===== src/design/assert_macros.svh =====
// ----------------------------------------------------------------------------
// assert_macros.svh
// Shared assertion macros for the tile fetcher RTL.
// ----------------------------------------------------------------------------
`ifndef ASSERT_MACROS_SVH
`define ASSERT_MACROS_SVH

// Clocked property, ignored while reset is asserted
`define ASSERT_CLK(label, prop, msg) \
  label: assert property (@(posedge clk_i) disable iff (!rst_ni) (prop)) else $error(msg);

// Condition that must never be true at a clock edge
`define ASSERT_NEVER(label, cond, msg) \
  `ASSERT_CLK(label, !(cond), msg)

`endif


===== src/design/bgwtf_pkg.sv =====
// ----------------------------------------------------------------------------
// bgwtf_pkg
// Types, codes and constants shared by the tile fetcher modules.
// ----------------------------------------------------------------------------
`default_nettype none

package bgwtf_pkg;

  // Default pixel FIFO threshold for the push phase
  localparam int FIFO_LIMIT_DEF = 16;

  // Map and tile data bases
  localparam logic [15:0] MAP_BASE_LO   = 16'h9800;
  localparam logic [15:0] MAP_BASE_HI   = 16'h9C00;
  localparam logic [15:0] TILE_BASE_UNS = 16'h8000;
  localparam logic [15:0] TILE_BASE_SGN = 16'h9000;

  // Pixels per tile row
  localparam int TILE_PIXELS = 8;
  localparam int PIX_CNT_W   = $clog2(TILE_PIXELS);

  // Result kinds
  typedef enum logic [1:0] {
    KIND_READ  = 2'd0,
    KIND_PIXEL = 2'd1,
    KIND_FLUSH = 2'd2
  } kind_e;

  // Configuration register indexes
  typedef enum logic [2:0] {
    CFG_MODE     = 3'd0,
    CFG_SCROLL_X = 3'd1,
    CFG_SCROLL_Y = 3'd2,
    CFG_WINDOW_X = 3'd3,
    CFG_WINDOW_Y = 3'd4
  } cfg_idx_e;

  // Mode flag bit positions
  localparam int MODE_BG_EN     = 0;
  localparam int MODE_BG_MAP    = 1;
  localparam int MODE_WIN_MAP   = 2;
  localparam int MODE_UNS_TILES = 3;
  localparam int MODE_WIN_EN    = 4;

  // Fetch sequencer phases
  typedef enum logic [4:0] {
    PH_MAP   = 5'b00001,
    PH_INDEX = 5'b00010,
    PH_LOW   = 5'b00100,
    PH_HIGH  = 5'b01000,
    PH_PUSH  = 5'b10000
  } phase_e;

  // Input beat
  typedef struct packed {
    logic       req_type;
    logic [7:0] read_data;
    logic [7:0] line_y;
    logic [7:0] window_line;
    logic [4:0] fifo_fill;
  } in_t;

  // Output beat
  typedef struct packed {
    logic [1:0]  out_kind;
    logic [15:0] mem_addr;
    logic [1:0]  pixel_color;
    logic        last;
  } out_t;

  // Configuration registers
  typedef struct packed {
    logic [4:0] mode_flags;
    logic [7:0] scroll_x;
    logic [7:0] scroll_y;
    logic [7:0] window_x;
    logic [7:0] window_y;
  } cfg_t;

  // Result descriptor from the sequencer to the output stage
  typedef struct packed {
    logic        valid;
    logic        pixels;
    kind_e       kind;
    logic [15:0] addr;
    logic [7:0]  low;
    logic [7:0]  high;
  } burst_t;

endpackage

`default_nettype wire


===== src/design/bgwtf_cfg.sv =====
// ----------------------------------------------------------------------------
// bgwtf_cfg
// Configuration register file written through its own valid/ready channel.
// ----------------------------------------------------------------------------
`default_nettype none

module bgwtf_cfg (
  input  wire logic           clk_i,
  input  wire logic           rst_ni,
  input  wire logic           cfg_valid_i,
  output logic                cfg_ready_o,
  input  wire logic [2:0]     cfg_index_i,
  input  wire logic [7:0]     cfg_data_i,
  output bgwtf_pkg::cfg_t     cfg_o
);
  import bgwtf_pkg::*;

  cfg_t cfg_q, cfg_d;

  // Always able to take a write
  assign cfg_ready_o = 1'b1;

  // Register decode; unknown indexes are dropped
  always_comb begin
    cfg_d = cfg_q;
    if (cfg_valid_i) begin
      unique case (cfg_idx_e'(cfg_index_i))
        CFG_MODE:     cfg_d.mode_flags = cfg_data_i[4:0];
        CFG_SCROLL_X: cfg_d.scroll_x   = cfg_data_i;
        CFG_SCROLL_Y: cfg_d.scroll_y   = cfg_data_i;
        CFG_WINDOW_X: cfg_d.window_x   = cfg_data_i;
        CFG_WINDOW_Y: cfg_d.window_y   = cfg_data_i;
        default:      cfg_d            = cfg_q;
      endcase
    end
  end

  always_ff @(posedge clk_i or negedge rst_ni) begin
    if (!rst_ni) begin
      cfg_q <= '0;
    end else begin
      cfg_q <= cfg_d;
    end
  end

  assign cfg_o = cfg_q;

endmodule

`default_nettype wire


===== src/design/bgwtf_seq.sv =====
// ----------------------------------------------------------------------------
// bgwtf_seq
// Five-phase fetch sequencer: map read, tile row address, plane capture, push.
// ----------------------------------------------------------------------------
`default_nettype none

module bgwtf_seq #(
  parameter int FIFO_LIMIT = bgwtf_pkg::FIFO_LIMIT_DEF
) (
  input  wire logic            clk_i,
  input  wire logic            rst_ni,
  input  wire logic            accept_i,
  input  wire bgwtf_pkg::in_t  in_i,
  input  wire bgwtf_pkg::cfg_t cfg_i,
  output bgwtf_pkg::burst_t    burst_o
);
  import bgwtf_pkg::*;

  phase_e      phase_q, phase_d;
  logic [7:0]  col_q, col_d;
  logic [15:0] row_q, row_d;
  logic [7:0]  low_q, low_d;
  logic [7:0]  high_q, high_d;

  logic        win_sel;
  logic [4:0]  map_col, map_row;
  logic [15:0] map_base, map_addr;
  logic [15:0] tile_addr;
  logic        fill_ok;

  // Map address: window or background tile map
  always_comb begin
    win_sel = cfg_i.mode_flags[MODE_WIN_EN]
              && ({3'b000, cfg_i.window_x} <= {col_q, 3'b000})
              && (cfg_i.window_y <= in_i.line_y);
    if (win_sel) begin
      map_base = cfg_i.mode_flags[MODE_WIN_MAP] ? MAP_BASE_HI : MAP_BASE_LO;
      map_col  = col_q[4:0] - cfg_i.window_x[7:3];
      map_row  = in_i.window_line[7:3];
    end else begin
      map_base = cfg_i.mode_flags[MODE_BG_MAP] ? MAP_BASE_HI : MAP_BASE_LO;
      map_col  = col_q[4:0] + cfg_i.scroll_x[7:3];
      map_row  = in_i.line_y[7:3] + cfg_i.scroll_y[7:3];
    end
    map_addr = map_base + {6'b0, map_row, map_col};
  end

  // Tile row address from the returned index, signed or unsigned addressing
  always_comb begin
    if (cfg_i.mode_flags[MODE_UNS_TILES]) begin
      tile_addr = TILE_BASE_UNS + {4'b0, in_i.read_data, 4'b0};
    end else begin
      tile_addr = TILE_BASE_SGN + {{4{in_i.read_data[7]}}, in_i.read_data, 4'b0};
    end
    tile_addr = tile_addr + {12'b0, in_i.line_y[2:0], 1'b0};
  end

  assign fill_ok = 32'(in_i.fifo_fill) < 32'(FIFO_LIMIT);

  // Next state and result descriptor
  always_comb begin
    phase_d = phase_q;
    col_d   = col_q;
    row_d   = row_q;
    low_d   = low_q;
    high_d  = high_q;
    burst_o = '{valid: 1'b0, pixels: 1'b0, kind: KIND_READ, addr: '0,
                low: '0, high: '0};
    if (in_i.req_type) begin
      // Line reset: restart the line and flush downstream
      col_d        = '0;
      phase_d      = PH_MAP;
      burst_o.valid = 1'b1;
      burst_o.kind  = KIND_FLUSH;
    end else begin
      unique case (phase_q)
        PH_INDEX: begin
          row_d         = tile_addr;
          phase_d       = PH_LOW;
          burst_o.valid = 1'b1;
          burst_o.addr  = tile_addr;
        end
        PH_LOW: begin
          low_d         = in_i.read_data;
          phase_d       = PH_HIGH;
          burst_o.valid = 1'b1;
          burst_o.addr  = row_q + 16'd1;
        end
        PH_HIGH: begin
          high_d  = in_i.read_data;
          col_d   = col_q + 8'd1;
          phase_d = PH_PUSH;
        end
        PH_PUSH: begin
          if (fill_ok) begin
            phase_d        = PH_MAP;
            burst_o.valid  = 1'b1;
            burst_o.pixels = 1'b1;
            burst_o.kind   = KIND_PIXEL;
            if (cfg_i.mode_flags[MODE_BG_EN]) begin
              burst_o.low  = low_q;
              burst_o.high = high_q;
            end
          end
        end
        default: begin
          phase_d       = PH_INDEX;
          burst_o.valid = 1'b1;
          burst_o.addr  = map_addr;
        end
      endcase
    end
    if (!accept_i) begin
      burst_o.valid = 1'b0;
    end
  end

  always_ff @(posedge clk_i or negedge rst_ni) begin
    if (!rst_ni) begin
      phase_q <= PH_MAP;
      col_q   <= '0;
      row_q   <= '0;
      low_q   <= '0;
      high_q  <= '0;
    end else if (accept_i) begin
      phase_q <= phase_d;
      col_q   <= col_d;
      row_q   <= row_d;
      low_q   <= low_d;
      high_q  <= high_d;
    end
  end

endmodule

`default_nettype wire


===== src/design/bgwtf_out.sv =====
// ----------------------------------------------------------------------------
// bgwtf_out
// Result register: holds one result and plays an eight-pixel burst beat by beat.
// ----------------------------------------------------------------------------
`default_nettype none
`include "assert_macros.svh"

module bgwtf_out (
  input  wire logic              clk_i,
  input  wire logic              rst_ni,
  input  wire bgwtf_pkg::burst_t burst_i,
  output logic                   free_o,
  output logic                   out_valid_o,
  input  wire logic              out_ready_i,
  output bgwtf_pkg::out_t        out_data_o
);
  import bgwtf_pkg::*;

  logic                 valid_q, valid_d;
  logic                 pix_q, pix_d;
  kind_e                kind_q, kind_d;
  logic [15:0]          addr_q, addr_d;
  logic [7:0]           low_q, low_d;
  logic [7:0]           high_q, high_d;
  logic [PIX_CNT_W-1:0] cnt_q, cnt_d;

  logic take;
  logic final_beat;

  assign take       = valid_q && out_ready_i;
  assign final_beat = !pix_q || (cnt_q == PIX_CNT_W'(TILE_PIXELS - 1));
  // Slot opens as the last beat of the current result leaves
  assign free_o     = !valid_q || (out_ready_i && final_beat);

  // Load a new result or advance through the burst
  always_comb begin
    valid_d = valid_q;
    pix_d   = pix_q;
    kind_d  = kind_q;
    addr_d  = addr_q;
    low_d   = low_q;
    high_d  = high_q;
    cnt_d   = cnt_q;
    if (burst_i.valid) begin
      valid_d = 1'b1;
      pix_d   = burst_i.pixels;
      kind_d  = burst_i.kind;
      addr_d  = burst_i.addr;
      low_d   = burst_i.low;
      high_d  = burst_i.high;
      cnt_d   = '0;
    end else if (take) begin
      if (final_beat) begin
        valid_d = 1'b0;
        cnt_d   = '0;
      end else begin
        low_d  = {low_q[6:0], 1'b0};
        high_d = {high_q[6:0], 1'b0};
        cnt_d  = cnt_q + PIX_CNT_W'(1);
      end
    end
  end

  always_ff @(posedge clk_i or negedge rst_ni) begin
    if (!rst_ni) begin
      valid_q <= 1'b0;
      pix_q   <= 1'b0;
      cnt_q   <= '0;
    end else begin
      valid_q <= valid_d;
      pix_q   <= pix_d;
      cnt_q   <= cnt_d;
    end
  end

  // Payload, no reset
  always_ff @(posedge clk_i) begin
    kind_q <= kind_d;
    addr_q <= addr_d;
    low_q  <= low_d;
    high_q <= high_d;
  end

  // Current beat, MSB pixel first
  assign out_valid_o            = valid_q;
  assign out_data_o.out_kind    = kind_q;
  assign out_data_o.mem_addr    = pix_q ? 16'h0000 : addr_q;
  assign out_data_o.pixel_color = pix_q ? {high_q[7], low_q[7]} : 2'b00;
  assign out_data_o.last        = final_beat;

  `ASSERT_NEVER(a_load_over_busy, burst_i.valid && !free_o,
                "result loaded while the previous one is still pending")
  `ASSERT_NEVER(a_cnt_single, valid_q && !pix_q && (cnt_q != '0),
                "beat counter running on a single-beat result")
  `ASSERT_CLK(a_drain, take && final_beat && !burst_i.valid |=> !valid_q,
              "result register not emptied after its last beat")

endmodule

`default_nettype wire


===== src/design/bg_window_tile_fetcher_core.sv =====
// ----------------------------------------------------------------------------
// bg_window_tile_fetcher_core
// Background and window tile fetcher of a tiled display controller.
// ----------------------------------------------------------------------------
// Usage:
//   in channel  : one beat per fetch step (or a line reset), carrying the byte
//                 read for the previous request and the line/FIFO status.
//   out channel : read requests, pixel pushes and flushes, one per beat; the
//                 last beat caused by an input beat has last set.
//   cfg channel : register writes, always ready, applied at the clock edge.
// A result is registered and appears in the cycle after its input beat is accepted.
// Throughput: one input beat per cycle while each causes at most one result
//   and the receiver is ready. A push phase produces eight pixel beats, so the
//   input waits while the result register plays out the burst.
// A fetch step that causes no result (high byte capture, FIFO full) is
//   absorbed with nothing on the out channel.
// Reset: sequencer returns to the map request phase with column zero, all
//   configuration registers clear, no result pending.
// Receiver stall: the result register holds its beat; a new input beat is
//   taken only in the cycle the last pending beat leaves.
// ----------------------------------------------------------------------------
`default_nettype none

module bg_window_tile_fetcher_core #(
  parameter int FIFO_LIMIT = bgwtf_pkg::FIFO_LIMIT_DEF
) (
  input  wire logic           clk_i,
  input  wire logic           rst_ni,
  input  wire logic           in_valid_i,
  output logic                in_ready_o,
  input  wire bgwtf_pkg::in_t in_data_i,
  output logic                out_valid_o,
  input  wire logic           out_ready_i,
  output bgwtf_pkg::out_t     out_data_o,
  input  wire logic           cfg_valid_i,
  output logic                cfg_ready_o,
  input  wire logic [2:0]     cfg_index_i,
  input  wire logic [7:0]     cfg_data_i
);
  import bgwtf_pkg::*;

  cfg_t   cfg;
  burst_t burst;
  logic   out_free;
  logic   in_accept;

  assign in_ready_o = out_free;
  assign in_accept  = in_valid_i && out_free;

  bgwtf_cfg u_cfg (
    .clk_i       (clk_i),
    .rst_ni      (rst_ni),
    .cfg_valid_i (cfg_valid_i),
    .cfg_ready_o (cfg_ready_o),
    .cfg_index_i (cfg_index_i),
    .cfg_data_i  (cfg_data_i),
    .cfg_o       (cfg)
  );

  bgwtf_seq #(
    .FIFO_LIMIT (FIFO_LIMIT)
  ) u_seq (
    .clk_i    (clk_i),
    .rst_ni   (rst_ni),
    .accept_i (in_accept),
    .in_i     (in_data_i),
    .cfg_i    (cfg),
    .burst_o  (burst)
  );

  bgwtf_out u_out (
    .clk_i       (clk_i),
    .rst_ni      (rst_ni),
    .burst_i     (burst),
    .free_o      (out_free),
    .out_valid_o (out_valid_o),
    .out_ready_i (out_ready_i),
    .out_data_o  (out_data_o)
  );

endmodule

`default_nettype wire


===== config.mk =====
export PLATFORM = sky130hd
export DESIGN_NAME = bg_window_tile_fetcher_core
export DESIGN_NICKNAME = d
export VERILOG_FILES = /design/src/design/bgwtf_pkg.sv /design/src/design/bgwtf_cfg.sv /design/src/design/bgwtf_seq.sv /design/src/design/bgwtf_out.sv /design/src/design/bg_window_tile_fetcher_core.sv
export VERILOG_INCLUDE_DIRS = /design/src /design/src/design
export SDC_FILE = /design/constraint.sdc
export NUM_CORES = 1
export LEC_CHECK = 0
export BUFFER_PORTS_ARGS = -buffer_cell sky130_fd_sc_hd__clkbuf_2
export CELL_PAD_IN_SITES_DETAIL_PLACEMENT = 0
export CELL_PAD_IN_SITES_GLOBAL_PLACEMENT = 2
export CORE_MARGIN = 1.5
export CORE_UTILIZATION = 31
export DETAILED_ROUTE_END_ITERATION = 10
export PLACE_DENSITY = 0.73
export SLEW_MARGIN = 20
export SYNTH_ARGS = -nofsm -noshare
export SYNTH_HDL_FRONTEND = slang
export SYNTH_SLANG_ARGS = --single-unit
export TNS_END_PERCENT = 1

===== constraint.sdc =====
create_clock -name clk_i -period 3.6 [get_ports clk_i]
set_input_delay 0.36 -clock clk_i [delete_from_list [all_inputs] [get_ports clk_i]]
set_output_delay 0.36 -clock clk_i [all_outputs]
set_load 0.01 [all_outputs]

==> results of run 1 <==
==> sequential cells by signal, indices dropped and copies added, names as in the netlist <==
register           flops
u_seq.row_q           13
u_out.out_valid_o      1
u_out.cnt_q            3
u_cfg.cfg_o           31
u_out.pix_q            1
u_seq.low_q            8
u_seq.phase_q          5
u_out.high_q           8
u_seq.high_q           8
u_out.low_q            8
u_out.kind_q           2
u_out.addr_q          14
u_seq.col_q            8
==> layout make-up <==
cell class,count,area [um^2]
flip-flops and latches,110,2914
inverters,28,105.1
clock buffers,10,229.0
well taps,225,281.5
fillers,1742,10900
multi-input cells,325,2466
repair buffers,75,425.4
clock inverters,6,95.09
==> stage by stage <==
stage / utilization (%) / cell area [um^2] / instances / setup WS (ns) / power (mW)
floorplan: - / 5569 / 484 / 0.08780 / 2.222
global route: 37.41 / 6516 / 779 / 0.01347 / 3.805
finish: 37.41 / 6516 / 779 / 0.1788 / 3.584
detailed placement: 35.00 / 6096 / 757 / -0.03606 / 2.496
CTS: 36.97 / 6439 / 774 / 0.02125 / 3.594
global placement: 35.00 / 6096 / 757 / -0.03006 / 2.465
==> worst max-delay path: cells and delay by family, from the launching register on <==
| kind | cells | cell delay (ns) |
|---|---|---|
| AO/OA/AOI/OAI | 6 | 0.83 |
| adder cells (fa/ha/maj) | 3 | 0.81 |
| AND/OR/NAND/NOR | 5 | 0.77 |
| flip-flops | 1 | 0.42 |
| multiplexers | 1 | 0.27 |
| buffers and inverters | 1 | 0.10 |
==> cells by family after synthesis <==
kind of cell,Yosys count,share of synthesized area (%)
other cells,2,0.1349
compound gates,95,11.80
flops,110,52.36
mux,56,11.17
fa+ha+maj,27,6.340
xor+xnor,10,1.574
buf+inv,49,4.182
simple gates,134,12.43
==> cell usage in the layout, fill, tap and decap left out, drive strengths merged, types with 2 or more instances in the layout <==
master	n
a22o	14
a22oi	11
o22ai	7
xnor2	6
inv	30
dfrtp	77
conb	3
a211oi	3
nand4	4
nor2	20
xor2	4
nand3	5
nor2b	21
edfxtp	32
a222oi	2
clkinv	2
and3	8
mux2i	7
o21ai	21
nand2	53
clkbuf	68
a21o	8
fa	2
bufinv	2
and2	8
mux2	49
or2	2
a21oi	22
nor3	5
buf	17
ha	25
==> power by group <==
group | leakage [nW] | internal (mW) | switching [mW]
clock network | 0.158 | 0.618 | 0.468
registers | 1.31 | 1.52 | 0.127
logic | 1.48 | 0.431 | 0.420
==> final timing paths <==
check	depth (start not counted)	end	start	slack, ns
worst min register to register	2	u_seq.high_q[0]$_DFFE_PN0P_	u_seq.high_q[0]$_DFFE_PN0P_	0.47
min in group clk_i	3	u_seq.high_q[3]$_DFFE_PN0P_	in_data_i[24]	0.25
max in group asynchronous	1	u_seq.col_q[3]$_DFFE_PN0P_	rst_ni	3.03
worst min-delay path	1	u_out.cnt_q[1]$_DFFE_PN0P_	rst_ni	0.03
worst max-delay path	16	u_out.addr_q[4]$_SDFFCE_PP0P_	u_seq.col_q[4]$_DFFE_PN0P_	0.18
worst max register to register	16	u_out.addr_q[4]$_SDFFCE_PP0P_	u_seq.col_q[4]$_DFFE_PN0P_	0.18
==> metal layers <==
layer,global-route usage (%),vias up
li1,-,1850
met1,19.59,1859
met2,23.39,81
met3,3.889,8
met4,2.982,0
met5,0,-
==> what timing repair did <==
action                                  in CTS  in global routing
endpoints found under the setup margin       1                  2
buffers inserted                             1                  5
resized for setup                            1                 12
hold buffers                                 0                  0
pin swaps                                    1                  8
==> results.tsv, run 1 <==
metric	value	unit
start_util	31.95	%
slew_headroom	30.34	%
max_freq	292.3	MHz
fin_crit_sh	95.03	%
wl_per_cell	16.57	um
tns	0	ns
synthTopCellsByArea	dfrtp_1 (35%), edfxtp_1 (17%), mux2_2 (9.7%), ha_1 (5.6%), nand2_1 (3.5%)	
root_buffer	clkbuf_16	
yosysTopAreaCellShare	34.62	%
cts_buffer_depth	2	
yosys_most_used_dff	dfrtp_1	
cts_tree	built	
cp_cell_sequence	inv_2, ha_4, and3_2, and3_4, o41ai_4, a211oi_4, nand2_1, o21ai_1, ha_2, fa_2, nor2b_2, o21ai_1, and3_1, o21ai_1, a21oi_1, mux2_4	
ys_ff_latch	110	
min_period	3.421	ns
vias	3798	
p_per_area	550.0	nW/um^2
gr-usage-all-layers	14.50	%
grt_max_degree	79	
drt_first_pass_iters	5	
wl_met2	6146	um
max_stage_delay	0.42	ns
tightest_slew	1.037	ns
ioPinCount	70	
cts_htree_levels	3	
antennaDiodeCount	0	
clkLatencyLatePin	0.35	ns
yosysMostFrequentCell	dfrtp_1	
first_iter_violations	231	
grt_overflow	0	
yosysSeqAreaShare	52.36	%
avgSynthCellArea	11.52	um^2
core	17420	um^2
async_flop_share	70.91	%
synth_cell_types	57	
clkTransAtPathRegs	0.08	ns
slowest_stage	dfrtp_1	
crit_path_max_fanout	4	
globalplace.congestion	0.7752	
cp-start-kind	flop	
cts_made_buffers	9	
synth_common_cells	dfrtp_1 (77), nand2_1 (52), mux2_2 (48)	
finalSetupViolations	0	
hpwlAfterDp	9466	um
synthCells	483	
hold_class	in -> async	
grt_pass1_wl	20390	um
wl_met1	6117	um
path_class	reg -> reg	
port_buffers	59	
drive_above_1_share	28.34	%
p_leak	2.953	nW
die_area	18760	um^2
die_y	137.0	um
hold_slack	0.03494	ns
rsz0062_at_grt	false	
die_x	137.0	um
yosysWarnings	0	
grt_antenna_before_repair	0	
grt_pass1_vias	3712	
drv_cap	0	
ant_nets	0	
wl_met3	541	um
worst_setup_path_end_kind	flop	
hold_viol_final	0	
outcome	complete, no violations	
nets	622	
synth_top_area_cell	dfrtp_1	
syn-cell-area	5565	um^2
arrival	3.53	ns
vdd_ir_drop_max	0.2654	mV
postRouteWirelength	12910	um
fp-row-count	48	
syn2layout_area_growth	17.09	%
drc	0	
clock-sinks	110	
top_layer_used	met4	
cp.required	3.71	ns
vias_per_cell	4.875	
clock_skew	0.01194	ns
synth-edff-count	32	
path_common_cell	o21ai_1	
slew_viol_final	0	
No activity file was read; power rests on OpenSTA's default activity.
==> run 2: changes to the inputs <==
HOLD_SLACK_MARGIN = 0.12   (was default)
SLEW_MARGIN = default   (was 20)
==> results.tsv, run 2 (synthesized netlist as in run 1, its figures left out) <==
metric	value	unit	change
hpwlAfterDp	9466	um	unchanged
final_util	37.39	%	about the same
die_x	137.0	um	unchanged
finalSetupViolations	0		unchanged
path_common_cell	o21ai_1		
largest_register_ffs	31		unchanged
cp_cell_sequence	inv_2, ha_4, and3_2, and3_4, o41ai_4, a211oi_4, nand2_1, o21ai_1, ha_2, fa_2, nor2b_2, o21ai_1, and3_1, o21ai_1, a21oi_1, mux2_4		
mostFrequentLayoutCells	dfrtp_1 (77), clkbuf_2 (58), nand2_1 (52), mux2_2 (47), edfxtp_1 (32)		
max_stage_delay	0.42	ns	about the same
gr-usage-all-layers	14.50	%	unchanged
drt_first_pass_iters	5		unchanged
core	17420	um^2	unchanged
p_per_area	550.2	nW/um^2	about the same
max_freq	292.3	MHz	unchanged
ioPinCount	70		unchanged
grt_max_degree	79		unchanged
crit_family	compound AO/OA/AOI/OAI gates		
drive_above_1_share	28.34	%	unchanged
syn2layout_area_growth	17.02	%	about the same
vias_per_cell	4.875		unchanged
p_switching	1.014	mW	unchanged
rsz0062_at_grt	false		
die_y	137.0	um	unchanged
tightest_slew	1.056	ns	+0.01923 ns
drc	0		unchanged
worst_setup_path_end_kind	flop		
path_class	reg -> reg		
slew_viol_final	0		unchanged
critPathBufInv	1		unchanged
hold_viol_final	0		unchanged
cts_made_buffers	9		unchanged
slowest_stage	dfrtp_1		
grt_antenna_before_repair	0		unchanged
tns	0	ns	unchanged
root_buffer	clkbuf_16		
p_clk_share	30.3	%	about the same
final_common_cell	dfrtp_1		
rr_startpoint	u_seq.col_q[4]$_DFFE_PN0P_		
postRouteWirelength	12910	um	about the same
finalWorstSetupSlack	0.1788	ns	+0.000009000 ns
drv_cap	0		unchanged
antennaDiodeCount	0		unchanged
wl_per_cell	16.57	um	about the same
p_leak	2.952	nW	about the same
clkLatencyLatePin	0.35	ns	about the same
ant_nets	0		unchanged
clock-sinks	110		unchanged
vdd_ir_drop_max	0.2653	mV	about the same
grt_pass1_vias	3712		unchanged
swShare	28.30	%	about the same
power_frac_comb	23.7	%	about the same
grt_overflow	0		unchanged
min_period	3.421	ns	-0.000009000 ns
hold_class	in -> async		
cp.required	3.71	ns	about the same
arrival	3.53	ns	about the same
globalplace.congestion	0.7752		unchanged
slew_headroom	29.59	%	-0.75 points
clock_skew	0.01201	ns	+0.00007520 ns
startpoint	u_seq.col_q[4]$_DFFE_PN0P_		
port_buffers	59		unchanged
vias	3798		unchanged
outcome	complete, no violations		
nets	622		unchanged
cts_tree	built		
start_util	31.95	%	unchanged
cp-start-kind	flop		
p_total	3.583	mW	about the same
fp-row-count	48		unchanged
clkTransAtPathRegs	0.08	ns	about the same
die_area	18760	um^2	unchanged
seqPwrFrac	46.0	%	about the same
cts_buffer_depth	2		unchanged
fin_crit_sh	95.03	%	about the same
p_int	2.569	mW	about the same
r2r_slack	0.18	ns	about the same
cts_htree_levels	3		unchanged
crit_path_max_fanout	4		unchanged
post-place-ws	-0.03606	ns	unchanged
first_iter_violations	231		unchanged
grt_pass1_wl	20390	um	unchanged
-- run 2: cell counts in the layout (fill, tap and decap cells not counted) --
No cell type changed its count.
-- run 2: worst reg2reg max path, cell delays in order (launching register included) --
cell	delay (ns)
dfrtp_1	0.42
inv_2	0.10
ha_4	0.20
and3_2	0.22
and3_4	0.17
o41ai_4	0.35
a211oi_4	0.13
nand2_1	0.08
o21ai_1	0.07
ha_2	0.21
fa_2	0.40
nor2b_2	0.11
o21ai_1	0.07
and3_1	0.19
o21ai_1	0.13
a21oi_1	0.08
mux2_4	0.27
-- run 2: through the flow --
step	hold slack (ns)	area, um^2	instances
4_1_cts	0.2071	6439	774
2_1_floorplan	0.06441	5569	484
6_report	0.1733	6513	779
5_1_grt	0.2374	6513	779
3_5_place_dp	0.4540	6096	757
3_3_place_gp	0.4488	6096	757
-- run 2: final timing paths --
check | to | cells after the start
hold / removal | u_out.cnt_q[1]$_DFFE_PN0P_ | 1
hold reg to reg | u_seq.high_q[0]$_DFFE_PN0P_ | 2
setup / recovery | u_out.addr_q[4]$_SDFFCE_PP0P_ | 16
setup reg to reg | u_out.addr_q[4]$_SDFFCE_PP0P_ | 16
max in group asynchronous | u_seq.col_q[3]$_DFFE_PN0P_ | 1
min in group clk_i | u_seq.high_q[3]$_DFFE_PN0P_ | 3
-- run 2: what timing repair did --
item	4_1_cts	5_1_grt
pin swaps	1	8
hold buffers	0	0
gates resized for setup	1	12
buffers inserted	1	5
setup endpoints to repair	1	2
-- run 2: power by group through the flow --
stage	sequential, mW	combinational (mW)	clock (mW)
finish	1.65	0.850	1.09
global route	1.67	0.955	1.18
CTS	1.65	0.825	1.12
detailed placement	1.67	0.823	0
global placement	1.67	0.800	0
floorplan	1.63	0.594	0
-- run 2: layout make-up --
class	instances	area, um^2
Clock buffer	10	229.0
Clock inverter	6	95.09
Fill cell	1741	10900
Inverter	28	105.1
Multi-Input combinational cell	325	2466
Sequential cell	110	2914
Tap cell	225	281.5
Timing Repair Buffer	75	421.7
-- run 2: routing by layer --
| layer | vias up | part of all wire (%) | track usage (%) |
|---|---|---|---|
| met5 | - | 0 | 0 |
| met4 | 0 | 0.81 | 2.982 |
| met3 | 8 | 4.2 | 3.889 |
| met2 | 81 | 48 | 23.39 |
| met1 | 1859 | 47 | 19.59 |
| li1 | 1850 | - | - |
